$ cat src/rtl/cpc_pkg.sv
// shared types, constants and controller commands for the clock-pro page cache
package cpc_pkg;

    localparam int MAX_ENTRIES_DEF = 16;
    localparam int KEY_BITS_DEF    = 32;
    localparam int DATA_BITS_DEF   = 32;
    localparam int CAP_W           = 5;
    localparam logic [CAP_W-1:0] CAP_RESET = 5'd16;

    // request transaction
    typedef struct packed {
        logic        req_type;
        logic [31:0] lookup_key;
        logic [31:0] write_value;
    } t_req;

    // result transaction
    typedef struct packed {
        logic        hit;
        logic [31:0] read_value;
        logic [31:0] misses_so_far;
    } t_resp;

    localparam logic REQ_GET = 1'b0;
    localparam logic REQ_PUT = 1'b1;

    // datapath commands
    typedef enum logic [2:0] {
        CMD_NONE,
        CMD_LATCH,
        CMD_LOOKUP,
        CMD_UPDATE,
        CMD_DEMOTE,
        CMD_SCAN,
        CMD_EVICT,
        CMD_APPEND
    } t_cmd;

    // datapath status
    typedef struct packed {
        logic hit;
        logic hit_cold;
        logic is_put;
        logic full;
        logic demote_go;
        logic scan_stop;
    } t_status;

endpackage

$ cat src/rtl/cpc_datapath.sv
// table storage, lookup, demotion, eviction scan and result register
module cpc_datapath #(
    parameter int MAX_ENTRIES = cpc_pkg::MAX_ENTRIES_DEF,
    parameter int KEY_BITS    = cpc_pkg::KEY_BITS_DEF,
    parameter int DATA_BITS   = cpc_pkg::DATA_BITS_DEF
) (
    input  logic                        i_clk,
    input  logic                        i_rst_n,
    input  logic [cpc_pkg::CAP_W-1:0]   i_cap,
    input  cpc_pkg::t_req               i_req,
    input  cpc_pkg::t_cmd               i_cmd,
    input  logic                        i_load_out,
    output cpc_pkg::t_status            o_status,
    output cpc_pkg::t_resp              o_resp
);
    localparam int IDX_W = (MAX_ENTRIES > 1) ? $clog2(MAX_ENTRIES) : 1;
    localparam int CNT_W = $clog2(MAX_ENTRIES + 1);

    logic [KEY_BITS-1:0]  r_key [MAX_ENTRIES];
    logic [DATA_BITS-1:0] r_val [MAX_ENTRIES];
    logic [MAX_ENTRIES-1:0] r_hot;
    logic [MAX_ENTRIES-1:0] r_ref;

    logic [CNT_W-1:0] r_used, r_hot_total, r_cold_total;
    logic [31:0]      r_miss;
    logic             r_is_put;
    logic [KEY_BITS-1:0]  r_req_key;
    logic [DATA_BITS-1:0] r_req_val;
    logic             r_hit;
    logic [IDX_W-1:0] r_idx;
    logic [DATA_BITS-1:0] r_rd;
    logic [IDX_W-1:0] r_pos;
    logic [IDX_W-1:0] r_victim;
    logic [CNT_W:0]   r_step;
    cpc_pkg::t_resp   r_out;

    logic [63:0]      key_wide, val_wide, rd_wide;
    logic [7:0]       cap_w8;
    logic [CNT_W-1:0] cap_eff, hot_limit;
    logic             match_any;
    logic [IDX_W-1:0] match_idx;
    logic             hot_any;
    logic [IDX_W-1:0] hot_idx;
    logic             scan_bound;
    logic             pos_wrap;

    // input fields cut to storage width
    assign key_wide = 64'(i_req.lookup_key);
    assign val_wide = 64'(i_req.write_value);

    // capacity clamp and hot limit
    always_comb begin
        cap_w8 = 8'(i_cap);
        if (cap_w8 < 8'd1) cap_w8 = 8'd1;
        if (cap_w8 > 8'(MAX_ENTRIES)) cap_w8 = 8'(MAX_ENTRIES);
        cap_eff   = CNT_W'(cap_w8);
        hot_limit = cap_eff >> 1;
    end

    // parallel associative compare, first match wins
    always_comb begin
        match_any = 1'b0;
        match_idx = '0;
        for (int i = MAX_ENTRIES - 1; i >= 0; i--) begin
            if ((CNT_W'(i) < r_used) && (r_key[i] == r_req_key)) begin
                match_any = 1'b1;
                match_idx = IDX_W'(i);
            end
        end
    end

    // first hot entry in table order
    always_comb begin
        hot_any = 1'b0;
        hot_idx = '0;
        for (int i = MAX_ENTRIES - 1; i >= 0; i--) begin
            if ((CNT_W'(i) < r_used) && r_hot[i]) begin
                hot_any = 1'b1;
                hot_idx = IDX_W'(i);
            end
        end
    end

    assign scan_bound = r_step >= {r_used, 1'b0};
    assign pos_wrap   = (CNT_W'(r_pos) + CNT_W'(1)) >= r_used;

    always_comb begin
        o_status.hit       = r_hit;
        o_status.hit_cold  = !r_hot[r_idx];
        o_status.is_put    = r_is_put;
        o_status.full      = r_used >= cap_eff;
        o_status.demote_go = (r_hot_total > hot_limit) && hot_any;
        o_status.scan_stop = scan_bound || (!r_hot[r_pos] && !r_ref[r_pos]);
    end

    // entry storage
    always_ff @(posedge i_clk) begin
        unique case (i_cmd)
            cpc_pkg::CMD_UPDATE: begin
                if (r_hit) begin
                    r_ref[r_idx] <= 1'b1;
                    r_hot[r_idx] <= 1'b1;
                    if (r_is_put) r_val[r_idx] <= r_req_val;
                end
            end
            cpc_pkg::CMD_DEMOTE: begin
                r_hot[hot_idx] <= 1'b0;
            end
            cpc_pkg::CMD_SCAN: begin
                if (!scan_bound && !r_hot[r_pos] && r_ref[r_pos]) r_ref[r_pos] <= 1'b0;
            end
            cpc_pkg::CMD_EVICT: begin
                for (int i = 0; i < MAX_ENTRIES - 1; i++) begin
                    if (IDX_W'(i) >= r_victim) begin
                        r_key[i] <= r_key[i+1];
                        r_val[i] <= r_val[i+1];
                        r_hot[i] <= r_hot[i+1];
                        r_ref[i] <= r_ref[i+1];
                    end
                end
            end
            cpc_pkg::CMD_APPEND: begin
                if (r_used < CNT_W'(MAX_ENTRIES)) begin
                    r_key[r_used[IDX_W-1:0]] <= r_req_key;
                    r_val[r_used[IDX_W-1:0]] <= r_req_val;
                    r_hot[r_used[IDX_W-1:0]] <= 1'b0;
                    r_ref[r_used[IDX_W-1:0]] <= 1'b1;
                end
            end
            default: ;
        endcase
    end

    // request latch, lookup result, scan pointer and read data
    always_ff @(posedge i_clk) begin
        unique case (i_cmd)
            cpc_pkg::CMD_LATCH: begin
                r_is_put  <= i_req.req_type == cpc_pkg::REQ_PUT;
                r_req_key <= key_wide[KEY_BITS-1:0];
                r_req_val <= val_wide[DATA_BITS-1:0];
            end
            cpc_pkg::CMD_LOOKUP: begin
                r_hit <= match_any;
                r_idx <= match_idx;
            end
            cpc_pkg::CMD_UPDATE: begin
                r_pos  <= '0;
                r_step <= '0;
                r_rd   <= (r_hit && !r_is_put) ? r_val[r_idx] : '0;
            end
            cpc_pkg::CMD_SCAN: begin
                if (scan_bound) begin
                    r_victim <= '0;
                end else if (!r_hot[r_pos] && !r_ref[r_pos]) begin
                    r_victim <= r_pos;
                end else begin
                    r_pos  <= pos_wrap ? '0 : r_pos + IDX_W'(1);
                    r_step <= r_step + (CNT_W+1)'(1);
                end
            end
            default: ;
        endcase
    end

    // occupancy and miss counters
    always_ff @(posedge i_clk) begin
        if (!i_rst_n) begin
            r_used       <= '0;
            r_hot_total  <= '0;
            r_cold_total <= '0;
            r_miss       <= '0;
        end else begin
            unique case (i_cmd)
                cpc_pkg::CMD_UPDATE: begin
                    if (!r_hit) begin
                        r_miss <= r_miss + 32'd1;
                    end else if (!r_hot[r_idx]) begin
                        r_hot_total  <= r_hot_total + CNT_W'(1);
                        r_cold_total <= r_cold_total - CNT_W'(1);
                    end
                end
                cpc_pkg::CMD_DEMOTE: begin
                    r_hot_total  <= r_hot_total - CNT_W'(1);
                    r_cold_total <= r_cold_total + CNT_W'(1);
                end
                cpc_pkg::CMD_EVICT: begin
                    if (r_hot[r_victim]) r_hot_total <= r_hot_total - CNT_W'(1);
                    else r_cold_total <= r_cold_total - CNT_W'(1);
                    r_used <= r_used - CNT_W'(1);
                end
                cpc_pkg::CMD_APPEND: begin
                    if (r_used < CNT_W'(MAX_ENTRIES)) begin
                        r_used       <= r_used + CNT_W'(1);
                        r_cold_total <= r_cold_total + CNT_W'(1);
                    end
                end
                default: ;
            endcase
        end
    end

    // result register
    assign rd_wide = 64'(r_rd);
    always_ff @(posedge i_clk) begin
        if (i_load_out) begin
            r_out.hit           <= r_hit;
            r_out.read_value    <= rd_wide[31:0];
            r_out.misses_so_far <= r_miss;
        end
    end
    assign o_resp = r_out;

`ifndef SYNTHESIS
    a_fill_bound: assert property (@(posedge i_clk) disable iff (!i_rst_n)
        r_used <= CNT_W'(MAX_ENTRIES))
        else $error("fill count above table size");
    a_marks_sum: assert property (@(posedge i_clk) disable iff (!i_rst_n)
        (CNT_W+1)'(r_hot_total) + (CNT_W+1)'(r_cold_total) == (CNT_W+1)'(r_used))
        else $error("hot and cold totals disagree with fill");
    a_evict_shrinks: assert property (@(posedge i_clk) disable iff (!i_rst_n)
        (i_cmd == cpc_pkg::CMD_EVICT) |=> (r_used == $past(r_used) - CNT_W'(1)))
        else $error("eviction did not remove one entry");
`endif

endmodule

$ cat src/rtl/cpc_ctrl.sv
// request sequencer for the clock-pro page cache
module cpc_ctrl (
    input  logic             i_clk,
    input  logic             i_rst_n,
    input  logic             i_in_valid,
    output logic             o_in_ready,
    output logic             o_out_valid,
    input  logic             i_out_ready,
    input  cpc_pkg::t_status i_status,
    output cpc_pkg::t_cmd    o_cmd,
    output logic             o_load_out
);
    typedef enum logic [2:0] {
        S_IDLE, S_LOOKUP, S_DECIDE, S_DEMOTE, S_SCAN, S_EVICT, S_APPEND, S_RESP
    } t_state;

    t_state r_state;
    logic   r_out_valid;
    logic   out_free;

    assign out_free    = !r_out_valid || i_out_ready;
    assign o_in_ready  = r_state == S_IDLE;
    assign o_out_valid = r_out_valid;
    assign o_load_out  = (r_state == S_RESP) && out_free;

    // command per state
    always_comb begin
        unique case (r_state)
            S_IDLE:   o_cmd = i_in_valid ? cpc_pkg::CMD_LATCH : cpc_pkg::CMD_NONE;
            S_LOOKUP: o_cmd = cpc_pkg::CMD_LOOKUP;
            S_DECIDE: o_cmd = cpc_pkg::CMD_UPDATE;
            S_DEMOTE: o_cmd = i_status.demote_go ? cpc_pkg::CMD_DEMOTE : cpc_pkg::CMD_NONE;
            S_SCAN:   o_cmd = cpc_pkg::CMD_SCAN;
            S_EVICT:  o_cmd = cpc_pkg::CMD_EVICT;
            S_APPEND: o_cmd = cpc_pkg::CMD_APPEND;
            S_RESP:   o_cmd = cpc_pkg::CMD_NONE;
            default:  o_cmd = cpc_pkg::CMD_NONE;
        endcase
    end

    // state and output valid
    always_ff @(posedge i_clk) begin
        if (!i_rst_n) begin
            r_state     <= S_IDLE;
            r_out_valid <= 1'b0;
        end else begin
            r_out_valid <= o_load_out || (r_out_valid && !i_out_ready);
            unique case (r_state)
                S_IDLE:   if (i_in_valid) r_state <= S_LOOKUP;
                S_LOOKUP: r_state <= S_DECIDE;
                S_DECIDE: begin
                    if (i_status.hit) begin
                        r_state <= i_status.hit_cold ? S_DEMOTE : S_RESP;
                    end else if (i_status.is_put) begin
                        r_state <= i_status.full ? S_SCAN : S_APPEND;
                    end else begin
                        r_state <= S_RESP;
                    end
                end
                S_DEMOTE: if (!i_status.demote_go) r_state <= S_RESP;
                S_SCAN:   if (i_status.scan_stop) r_state <= S_EVICT;
                S_EVICT:  r_state <= S_APPEND;
                S_APPEND: r_state <= S_RESP;
                S_RESP: begin
                    if (out_free) r_state <= S_IDLE;
                end
                default:  r_state <= S_IDLE;
            endcase
        end
    end

endmodule

$ cat src/rtl/clock_pro_page_cache_top.sv
// top level of the clock-pro page cache
//
// key-value cache with a simplified clock-pro replacement policy.
// request channel i_in_valid / o_in_ready carries a get or put transaction;
// result channel o_out_valid / i_out_ready returns hit, read value and the
// running miss count, one result per request, in order.
// configuration channel i_cfg_valid / o_cfg_ready writes active capacity;
// it is always ready. it must be written only while the block is idle;
// the block itself does not enforce this. one request is in flight at a
// time. a get miss or a hit on a hot entry passes through the lookup,
// decide and response states; a cold hit adds the demote state, which
// demotes hot entries until at most half the capacity is hot; a put miss
// with room adds an append; a put miss on a full table adds a scan for a
// cold unreferenced entry (else the head), an eviction and an append.
// a new request is taken once the sequencer is back to idle, while the last
// result may still wait in its output register.
// a stalled receiver holds the result; the block finishes the next request
// and then waits for the output register to free.
// reset empties the table, clears the miss count and sets capacity to 16.
module clock_pro_page_cache_top #(
    parameter int MAX_ENTRIES = cpc_pkg::MAX_ENTRIES_DEF,
    parameter int KEY_BITS    = cpc_pkg::KEY_BITS_DEF,
    parameter int DATA_BITS   = cpc_pkg::DATA_BITS_DEF
) (
    input  logic                      i_clk,
    input  logic                      i_rst_n,
    input  logic                      i_in_valid,
    output logic                      o_in_ready,
    input  cpc_pkg::t_req             i_in,
    output logic                      o_out_valid,
    input  logic                      i_out_ready,
    output cpc_pkg::t_resp            o_out,
    input  logic                      i_cfg_valid,
    output logic                      o_cfg_ready,
    input  logic [cpc_pkg::CAP_W-1:0] i_cfg_data
);
    logic [cpc_pkg::CAP_W-1:0] r_cap;
    cpc_pkg::t_status status;
    cpc_pkg::t_cmd    cmd;
    logic             load_out;

    // capacity register
    assign o_cfg_ready = 1'b1;
    always_ff @(posedge i_clk) begin
        if (!i_rst_n) begin
            r_cap <= cpc_pkg::CAP_RESET;
        end else if (i_cfg_valid) begin
            r_cap <= i_cfg_data;
        end
    end

    cpc_ctrl u_ctrl (
        .i_clk       (i_clk),
        .i_rst_n     (i_rst_n),
        .i_in_valid  (i_in_valid),
        .o_in_ready  (o_in_ready),
        .o_out_valid (o_out_valid),
        .i_out_ready (i_out_ready),
        .i_status    (status),
        .o_cmd       (cmd),
        .o_load_out  (load_out)
    );

    cpc_datapath #(
        .MAX_ENTRIES (MAX_ENTRIES),
        .KEY_BITS    (KEY_BITS),
        .DATA_BITS   (DATA_BITS)
    ) u_datapath (
        .i_clk      (i_clk),
        .i_rst_n    (i_rst_n),
        .i_cap      (r_cap),
        .i_req      (i_in),
        .i_cmd      (cmd),
        .i_load_out (load_out),
        .o_status   (status),
        .o_resp     (o_out)
    );

endmodule

$ cat config.mk
export PLATFORM = sky130hd
export DESIGN_NAME = clock_pro_page_cache_top
export DESIGN_NICKNAME = d
export VERILOG_FILES = /design/src/rtl/cpc_pkg.sv /design/src/rtl/cpc_datapath.sv /design/src/rtl/cpc_ctrl.sv /design/src/rtl/clock_pro_page_cache_top.sv
export SDC_FILE = /design/constraint.sdc
export NUM_CORES = 2
export LEC_CHECK = 0
export BUFFER_PORTS_ARGS = -buffer_cell sky130_fd_sc_hd__buf_2
export CORE_MARGIN = 10
export CORE_UTILIZATION = 35
export DETAILED_ROUTE_END_ITERATION = 12
export GPL_ROUTABILITY_DRIVEN = 0
export PLACE_DENSITY = 0.56
export SYNTH_ARGS = -nofsm -noshare
export SYNTH_HDL_FRONTEND = slang
export SYNTH_HIERARCHICAL = 1
export SYNTH_SLANG_ARGS = --single-unit
$ cat constraint.sdc
create_clock -name i_clk -period 17.14 [get_ports i_clk]
set_input_delay 2.571 -clock i_clk [delete_from_list [all_inputs] [get_ports i_clk]]
set_output_delay 2.571 -clock i_clk [all_outputs]
set_load 0.02 [all_outputs]
# Yosys cells after proc, flatten, opt, wreduce, memory -nomap -nowiden
# Memory sizes are Yosys's and may differ from the RTL's. A register that Yosys moved wholly into a read port is not among the register bits.
# Cells that the tools add are included.
op_classes:
  add_sub_neg: 8
  bitwise: 10
  reduce_logical: 107
  eq_ne: 56
  n_mux: 192
  magnitude_cmp: 47
ops:
  columns: ["operator", "count"]
  rows:
  - ["32-bit equality test", 16]
  - ["4-bit two-way mux", 31]
  - ["15-bit one-hot mux with 4 select lines", 2]
  - ["1-bit two-way mux", 112]
  - ["32-bit two-way mux", 3]
  - ["32-bit OR reduction", 3]
  - ["16-bit two-way mux", 5]
  - ["5-bit AND reduction", 15]
  - ["4-bit AND reduction", 18]
  - ["16-bit AND", 3]
  - ["16-bit inverter", 3]
  - ["16-bit bitwise OR", 3]
  - ["3-bit one-hot mux with 8 select lines", 2]
  - ["1-bit logical AND", 43]
  - ["4-bit by 5-bit < comparator with 1-bit output, first input constant", 8]
  - ["2-bit by 1-bit inequality test with 1-bit output, second input constant", 20]
  - ["3-bit two-way mux", 12]
  - ["32-bit by 1-bit adder with 32-bit output, second input constant", 1]
  - ["5-bit two-way mux", 6]
  - ["4-bit greater-or-equal comparator, first input constant", 7]
  - ["4-bit by 5-bit < comparator with 1-bit output, second input constant", 5]
  - ["3-bit equality test, second input constant", 8]
  - ["3-bit by 5-bit < comparator with 1-bit output, first input constant", 4]
  - ["1-bit binary-select mux with 4-bit select", 4]
  - ["other kinds (41)", 86]
totals:
  ramBits: 1024
  mem_count: 2
  output_inout_bits: 68
  regBits: 232
  word_cells: 474
  in_bits: 75
mem_list:
  columns: ["memory", "depth", "width", "read_ports", "rd_clocked_by_memory_dff", "write_ports", "line_no", "source"]
  rows:
  - ["u_datapath.r_key", 16, 32, 16, 0, 15, "cpc_datapath.sv:19", "logic [KEY_BITS-1:0] r_key [MAX_ENTRIES];"]
  - ["u_datapath.r_val", 16, 32, 16, 1, 15, "cpc_datapath.sv:20", "logic [DATA_BITS-1:0] r_val [MAX_ENTRIES];"]

# Depth between registers and ports, before layout
logic_depth:
  ltp_word: 27
  depth_mapped: 25
  ltp_nobuf: 22

# Modules after synthesis
# The synthesis kept the hierarchy.
by_module_without_submodules:
  columns: ["mod", "cells_per_inst", "instances", "area_each_um2"]
  rows:
  - ["cpc_datapath", 4389, 1, 65126.2]
  - ["cpc_ctrl", 40, 1, 372.9]
  - ["clock_pro_page_cache_top", 18, 1, 201.4]

# Worst setup path before layout
# No wires, ideal clock.
synth_timing:
  kind: "input-to-reg"
  startpoint: "input port i_in_valid"
  endpoint: "memory u_datapath/r_val[11][0] in the netlist's numbering, enable pin"
  cell_stages: 8
  arrival_ns: 7.340
  n_path_buf: 1
  setup_slack_ns: 9.334
  cell_sequence: "nor3_1 -> nor2_1 -> buf_2 -> nand2_1 -> nor2_1 -> and3_1 -> a31oi_1 -> o21ai_0"
synth_lines:
  columns: ["item", "line_no", "source"]
  rows:
  - ["start, declared", "clock_pro_page_cache_top.sv:27", "input logic i_in_valid,"]
  - ["end, declared", "cpc_datapath.sv:20", null]

==> impl_metrics.ini <==
[outcome]
status = completed

[floorplan]
initial_utilization_pct = 35.3
ios = 143
die_height_um = 453
die_w_um = 453
std_cell_rows = 158
dieArea_mm2 = 0.205
core_mm2 = 0.186

[placement]
port_buffers = 141
dpl_cell_area_mm2 = 0.0690
place_ws_ns = 9.91
dp_hpwl_um = 121000

[synthesis]
async_flop_share_pct = 0
syn_area_mm2 = 0.0657
ys_types = 89
synth.area.top_cells = edfxtp_1 (57%), mux2_2 (15%), mux4_2 (6.2%)
yosysTopAreaCell = edfxtp_1
ys_ff_latch = 1288
synth.most_common_cell = edfxtp_1
syn_area_per_cell_um2 = 14.8
yosysWarnings = 6
synth_seq_area_share_pct = 58.1
netlist_instances = 4447
yosys-top-cells-count = edfxtp_1 (1237), mux2_2 (901), xor2_1 (366), nand2_1 (224), clkbuf_1 (222)
synth-edff-count = 1237
synthFlopType = edfxtp_1
syn_nets = 4556
yosys.area.top_type_share_pct = 56.5

[finish]
fin_area_mm2 = 0.0733
area_growth_pct = 11.6
multi_input_area_mm2 = 0.0261
fillers = 17300
final_layout_size_suffix_gt1_share_pct = 35.1
ff_latch_area_mm2 = 0.0382
final_util_pct = 39.4
fin_nets = 4572

[job]
cap_viol_max_count = 0

[worst_setup_path]
cp.required_ns = 17.53
path_class = reg2reg
endpoint_kind = flip-flop
cp-endpoint = u_datapath/r_val[5][20]
reg2reg_from = u_datapath/r_used[1]
cp-start-kind = flip-flop
worst_r2r_endpoint = u_datapath/r_val[5][20]
ff2ff_path_depth = 15
critPathMaxFanout = 43
r2r_setup_slack_ns = 10.21
cp.arrival_ns = 7.32
startpoint = u_datapath/r_used[1]

[clock_network]
cts_buffers = 142
cts_root_buffer = clkbuf_16
cts_buffer_depth = 3
hold_buffers = 0
cts.sinks = 1288
worst_skew_pair.late_latency_ns = 0.79
cts_resized = 0
post_cts_buffers = 0
cts_tree = built
htreeDepth = 4
clk_pin_slew_worst_paths_ns = 0.06

[drt]
wire_per_inst_um = 26.6
first_pass_iters = 6
ant_nets = 0
drt_first_iter_violations = 2967
vias = 37900
vias_per_cell = 5.38
drc = 0
wirelength_um = 188000

[timing]
setup_viol = 0
worstMarginPinSlew_ns = 1.25
rsz0062_at_grt = false
period_share_pct = 40.5
skew_ns = 0.0259
finalWorstSetupSlack_ns = 10.21
hold_violations = 0
tns_ns = 0
relSlewSlack_pct = 16.6
fin_crit_ns = 6.93
fmax_mhz = 144
slew_violations = 0

[power_and_ir_drop]
p_leak_nw = 24.2
power_mw = 8.57
irDropWorstVdd_uv = 97.5
p_per_area_mw_per_mm2 = 117

[grt]
grt_usage_pct = 17.9
grt_pass1_wl_um = 276000
antenna_found_initial = 1
grt_pass1_vias = 39200
grt_remaining_overflow = 0
grt_max_degree = 102

[min_path]
hold_path_class = reg2reg
-- cells by family (layout without fill, tap and decap cells) --
| kind of cell | after synthesis | after routing | synth area share, % |
|---|---|---|---|
| buffers and inverters | 409 | 533 | 2.87 |
| xor gates and xnor gates | 551 | 551 | 7.35 |
| other | 1 | 2 | 0.00571 |
| DFF | 1288 | 1288 | 58.1 |
| muxes | 1119 | 1119 | 22.2 |
| and+or+nand+nor | 745 | 745 | 5.88 |
| adders and majority gates | 34 | 34 | 0.659 |
| AOI/OAI and AO/OA | 300 | 300 | 2.90 |
-- worst max-delay path, cell delays in order, from the launching register on --
cell and delay, ns:
dfxtp_1 0.80, inv_1 0.33, ha_1 0.43, nor2b_1 0.15
o21ai_0 0.08, a32oi_1 0.39, nor2_1 0.12, a21oi_1 0.34
nor2b_1 0.31, mux2_1 0.18, buf_4 0.40, nand2_1 0.63
nor2_4 0.23, buf_4 0.49, nand2_2 0.79, o21ai_4 0.77
-- layout by cell type, fill, tap and decap left out, types with 28 or more instances in the layout --
cell type	Yosys	routed
o21ai_0	76	53
nand4_1	60	60
nor2_1	105	95
nor4_1	97	97
clkbuf_1	222	32
edfxtp_1	1237	1237
dfxtp_1	51	51
buf_2	83	141
mux4_2	180	180
xor2_1	366	365
inv_1	31	31
xnor2_1	185	185
nand2_1	224	215
mux2_2	901	901
and2_1	38	36
ha_1	33	33
a21oi_1	78	78
buf_4	34	105
nor2b_1	54	54
clkbuf_16	0	145
nand3_1	52	47
mux2_1	28	28
clkinv_1	0	38
-- worst min-delay path by stage --
| stage | cells after the start | to | startpoint | slack (ns) |
|---|---|---|---|---|
| after global routing | 0 | u_datapath/o_resp[33] | u_datapath/r_rd[1] | 0.42 |
| after CTS | 0 | u_datapath/o_resp[33] | u_datapath/r_rd[1] | 0.42 |
| after floorplan | 0 | u_datapath/o_resp[32] | u_datapath/r_rd[0] | 0.40 |
| after global placement | 0 | u_datapath/o_resp[37] | u_datapath/r_rd[5] | 0.40 |
| after detailed placement | 0 | u_datapath/o_resp[51] | u_datapath/r_rd[19] | 0.41 |
| final | 0 | u_datapath/o_resp[33] | u_datapath/r_rd[1] | 0.42 |
-- flip-flops by register name, indices dropped and copies added, names as in the netlist --
| signal | count |
|---|---|
| r_cap | 5 |
| u_ctrl/o_out_valid | 1 |
| u_ctrl/r_state | 3 |
| u_datapath/o_resp | 65 |
| u_datapath/r_hit | 1 |
| u_datapath/r_hot | 16 |
| u_datapath/r_hot_total | 5 |
| u_datapath/r_idx | 4 |
| u_datapath/r_is_put | 1 |
| u_datapath/r_key | 512 |
| u_datapath/r_miss | 32 |
| u_datapath/r_pos | 4 |
| u_datapath/r_rd | 32 |
| u_datapath/r_ref | 16 |
| u_datapath/r_req_key | 32 |
| u_datapath/r_req_val | 32 |
| u_datapath/r_step | 6 |
| u_datapath/r_used | 5 |
| u_datapath/r_val | 512 |
| u_datapath/r_victim | 4 |
-- metal layers --
layer,wire length [um],vias to the layer above,global-route usage (%)
met5,0,-,0
met4,5210,0,5.35
met3,8240,253,2.35
met2,94200,1100,30.9
met1,80200,19700,23.3
li1,-,16900,-
-- through the flow --
| step | instances | hold WS, ns |
|---|---|---|
| 2_1_floorplan | 4447 | 0.400 |
| 3_3_place_gp | 6799 | 0.405 |
| 3_5_place_dp | 6799 | 0.406 |
| 4_1_cts | 7051 | 0.416 |
| 5_1_grt | 7051 | 0.423 |
| 6_report | 7052 | 0.415 |
-- final cells by class --
type                       count  area share (%)
antenna                        1         0.00341
timing repair buffer         247            2.06
inverter                      34           0.174
clock buffer                 177            5.11
sequential                  1288            52.0
tap                         2480            4.23
multi-input combinational   2750            35.6
clock inverter                75           0.781
-- report_power, final --
part,total [mW],switching [mW],internal [mW]
combinational,1.74,1.04,0.703
clock,2.91,1.28,1.63
sequential,3.92,0.203,3.72
total,8.57,2.52,6.05
(Power assumes the default switching activity.)
